<file path="config.mk">
export PLATFORM = sky130hd
export DESIGN_NAME = sfle_ram
export DESIGN_NICKNAME = d
export VERILOG_FILES = /design/src/rtl/core/sfle_ram.sv
export SDC_FILE = /design/constraint.sdc
export NUM_CORES = 1
export LEC_CHECK = 0
export BUFFER_PORTS_ARGS = -buffer_cell sky130_fd_sc_hd__clkbuf_2
export CORE_MARGIN = 4
export CORE_UTILIZATION = 40
export CTS_CLUSTER_SIZE = 10
export DETAILED_ROUTE_END_ITERATION = 16
export PLACE_DENSITY = 0.63
export SLEW_MARGIN = 0
export SYNTH_ARGS = -nofsm -noshare
export SYNTH_HDL_FRONTEND = slang
export SYNTH_SLANG_ARGS = --single-unit
export TNS_END_PERCENT = 50
</file>
<file path="constraint.sdc">
create_clock -name clk -period 3.1 [get_ports clk]
set_input_delay 0.465 -clock clk [delete_from_list [all_inputs] [get_ports clk]]
set_output_delay 0.465 -clock clk [all_outputs]
set_load 0.01 [all_outputs]
</file>
<file path="src/rtl/core/sfle_ram.sv">
// Generic single-port-write, single-port-read RAM with registered read data.
module sfle_ram #(
    parameter int DEPTH = 16,
    parameter int WIDTH = 8,
    parameter int AW    = $clog2(DEPTH)
) (
    input  logic             clk,
    input  logic             we,
    input  logic [AW-1:0]    waddr,
    input  logic [WIDTH-1:0] wdata,
    input  logic             re,
    input  logic [AW-1:0]    raddr,
    output logic [WIDTH-1:0] rdata
);

    logic [WIDTH-1:0] mem [DEPTH];
    logic [WIDTH-1:0] rdata_reg;

    always_ff @(posedge clk)
    begin
        if (we)
        begin
            mem[waddr] <= wdata;
        end
        if (re)
        begin
            rdata_reg <= mem[raddr];
        end
    end

    assign rdata = rdata_reg;

endmodule

</file>
# Word-level counts from Yosys, hierarchy flattened
# Memory sizes are Yosys's and may differ from the RTL's. A register that Yosys moved wholly into a read port is not among the register bits.
# Cells that the tools add are included.
[word_totals]
out_inout_bits = 8
mem_count = 1
ff_bits = 0
ram_bits = 128
[op_classes]
n_mux = 2
[memory_table]
columns = ["name", "depth", "word_bits", "rd", "rd_ports_with_merged_regs", "wr", "line_no", "source"]
rows = [
  ["mem", 16, 8, 1, 1, 1, "16", "logic [WIDTH-1:0] mem [DEPTH];"],
]
[op_table]
columns = ["op", "count"]
rows = [
  ["1-bit two-way mux", 2],
]

# Longest topological paths before layout
[depth]
depth_word = 2
depth_mapped = 5

# Worst setup path after synthesis
# No wires, ideal clock.
[synth_path]
path_type = "input -> register"
start = "input port waddr[2]"
end = "memory mem[0][0], enable pin"
stages = 2
slack_ns = 1.142
path_buffers = 0
required_ns = 2.717
setup_ns = 0.383
arrival_time_ns = 1.575
cell_sequence = "or3b_2 > nor3_1"
[synth_lines]
columns = ["item", "line_no", "source"]
rows = [
  ["from (decl)", "9", "input logic [AW-1:0] waddr,"],
  ["to (decl)", "16", ""],
]
# Straight into the memory's write port.

==> run summary <==
status: finished, final reports clean
Min-Delay Endpoint: rdata[3]
actual slew at the worst max-slew pin: 0.9083 ns
Starting DRT DRC Count: 134
Post-synth ARST share: 0
element type at the critical path start: input pin
# port buffers: 26
Sw Ratio: 0.1846
most frequent cells after synthesis: edfxtp_1, mux4_2, a22oi_1
layout cells sized above 1: 0.2986
max frequency: 521.0 MHz
crit end category: register
Setup TNS: 0 ns
fin crit share: 0.6191
fin crit period: 1.919 ns
# Post-CTS Setup Buffers: 0
critical setup path kind: input pin to register
Worst R2R Start: mem[7][5]
Routed wire per std cell: 20.94 um
Via Count: 2354
Antenna diodes: 0
# setup viols final: 0
total power per unit cell area: 717.7 nW/um2
DP Wirelength: 6225 um
r2r worst-path depth: 3
Relative slew margins: 0.3923
Synth cell types: 18
post-route total power: 4.469 mW
clock tree root driver cell: clkbuf_16
worst vdd rail ir drop: 0.3771 mV
count leader, synth: edfxtp_1
vias per cell: 5.117
WL final: 9632 um
cell leakage power: 2.089 nW
placed inst area: 5569 um2
Mapped Cells: 229
NumNets Final: 294
global-route wire length before repair: 14940 um
antenna-violating nets left: 0
Main synth FF type: edfxtp_1
CTS H-tree lvls: 4
CTS Buffer Depth: 2
syn nets: 248
vias in the first global route: 2469
Logic pwr share: 0.041
worst-skew pair later-pin latency: 0.41 ns
max reg flops: 128
number of synthesis warnings: 0
Post-synth EDFFs: 136
share of the synthesized area in the top cell type: 0.7812
Slew Limit Fails: 0
Hold WC Path Type: input pin to register
Final Non-Filler Cells: 460
final count of hold timing violations: 0
placed cell count: 428
Fillers: 1065
hold_buf cts: 0
largest net degree at the start of global routing: 24
clock power share: 0.493
Mean Syn Cell Area: 22.83 um2
chip width: 122.3 um
Die H: 122.3 um
Die ar.: 14960 um2
Placer Congestion: 0.7188
Post-CTS Resized: 0
Max Clock Skew: 0.009454 ns
hold depth: 1
Syn Std Cell Area: 5228 um2
start point of the worst hold path: re
clock-pin slew on the worst setup and hold paths: 0.06 ns
Cell Int Power: 3.644 mW
residual DRC count: 0
crit path max fanout: 15
sequential area share after synthesis: 0.7812
FF+latch count, synth: 136
grt ovf: 0
cell taking the most area after synthesis: edfxtp_1
top cells by area, synth: edfxtp_1, mux4_2, mux4_1, a22oi_1, nor2_1
Seq pwr share: 0.466
Num Clock Sinks: 136
critical path data required time: 3.26 ns
RSZ-0062 raised after global routing: no
Reg2Reg Setup Slack: 1.62 ns
CTS tree: yes
reg2reg end: rdata[5]
DR pass1 iterations: 4
fin area: 6226 um2
Layout area overhead: 19.10%
crit-path max cell delay: 0.58 ns
max_cap viols: 0
slowest CP cell: mux4_1
Initial Utilization: 0.4109
Arr. time, crit path: 2.08 ns
Core ar.: 12720 um2
IO Count: 27
critical path cell sequence: clkbuf_2 -> buf_4 -> mux4_1 -> a22oi_1 -> nand2_1
Psw: 0.8247 mW
Site Rows: 41
cts bufs inserted: 17
GR Util All Layers: 0.1430
initial antenna violation count: 0
-- layer usage --
metal,GRT usage,wire length [um],vias up
met3,0.04977,632,6
met4,0.05528,114,0
li1,-,-,1073
met5,0,0,-
met2,0.2216,4865,67
met1,0.1872,4020,1208
-- kinds of logic (layout without fill, tap and decap cells) --
family          Yosys count  count (layout)  synth area share
buf+inv                  10              69           0.01651
flops                   136             136            0.7812
mux                      32              32            0.1479
compound gates           16              16           0.02298
simple gates             35              35           0.03136
-- how the worst max path moves through the flow --
stage / startpoint / end / slack [ns] / depth (start not counted)
after floorplan: waddr[2] / mem[0][0] / 1.14 / 2
after global placement: raddr[0] / rdata[4] / 0.75 / 5
after detailed placement: raddr[0] / rdata[4] / 0.72 / 5
after CTS: raddr[0] / rdata[3] / 1.15 / 5
after global routing: raddr[0] / rdata[3] / 1.05 / 5
final: raddr[0] / rdata[3] / 1.18 / 5
-- power by group through the flow --
stage,logic [mW],registers (mW),clock network (mW)
3_3_place_gp,0.182,2.12,0
2_1_floorplan,0.105,2.12,0
6_report,0.181,2.08,2.20
5_1_grt,0.200,2.09,2.33
4_1_cts,0.187,2.08,2.23
3_5_place_dp,0.186,2.12,0
-- cell type report --
type | instances | area (um2) | share of cell area
Tap cell | 172 | 215.2 | 0.03457
Timing Repair Buffer | 37 | 212.7 | 0.03416
Sequential cell | 136 | 4084 | 0.6559
Clock inverter | 15 | 231.5 | 0.03718
Clock buffer | 17 | 425.4 | 0.06833
Multi-Input combinational cell | 83 | 1057 | 0.1698
-- critical path: cells and delay by family --
| family | cells | cell delay, ns |
|---|---|---|
| buf+inv | 2 | 0.73 |
| mux | 1 | 0.58 |
| compound gates | 1 | 0.22 |
| simple gates | 1 | 0.07 |
-- placed cells by master (no fill, tap or decap) --
| cell | count |
|---|---|
| and2b_1 | 1 |
| nor3_1 | 4 |
| bufinv_16 | 6 |
| and2_1 | 1 |
| clkinv_1 | 2 |
| nand2b_1 | 2 |
| nand2_1 | 9 |
| mux4_2 | 18 |
| or3b_2 | 1 |
| a22oi_1 | 16 |
| buf_4 | 11 |
| nand3_1 | 1 |
| nor2b_1 | 1 |
| mux4_1 | 14 |
| clkinv_2 | 4 |
| nor2_1 | 13 |
| clkbuf_16 | 17 |
| edfxtp_1 | 136 |
| clkinv_4 | 1 |
| clkinvlp_4 | 2 |
| clkbuf_2 | 26 |
| nand3b_1 | 2 |
-- stage by stage --
step	utilization	worst slack (ns)	hold slack, ns
4_1_cts	0.4894	1.148	0.4534
6_report	0.4894	1.181	0.4653
3_5_place_dp	0.4377	0.7190	0.7457
5_1_grt	0.4894	1.047	0.4603
3_3_place_gp	0.4377	0.7523	0.7348
2_1_floorplan	-	1.142	0.5639
(Power assumes the default switching activity.)
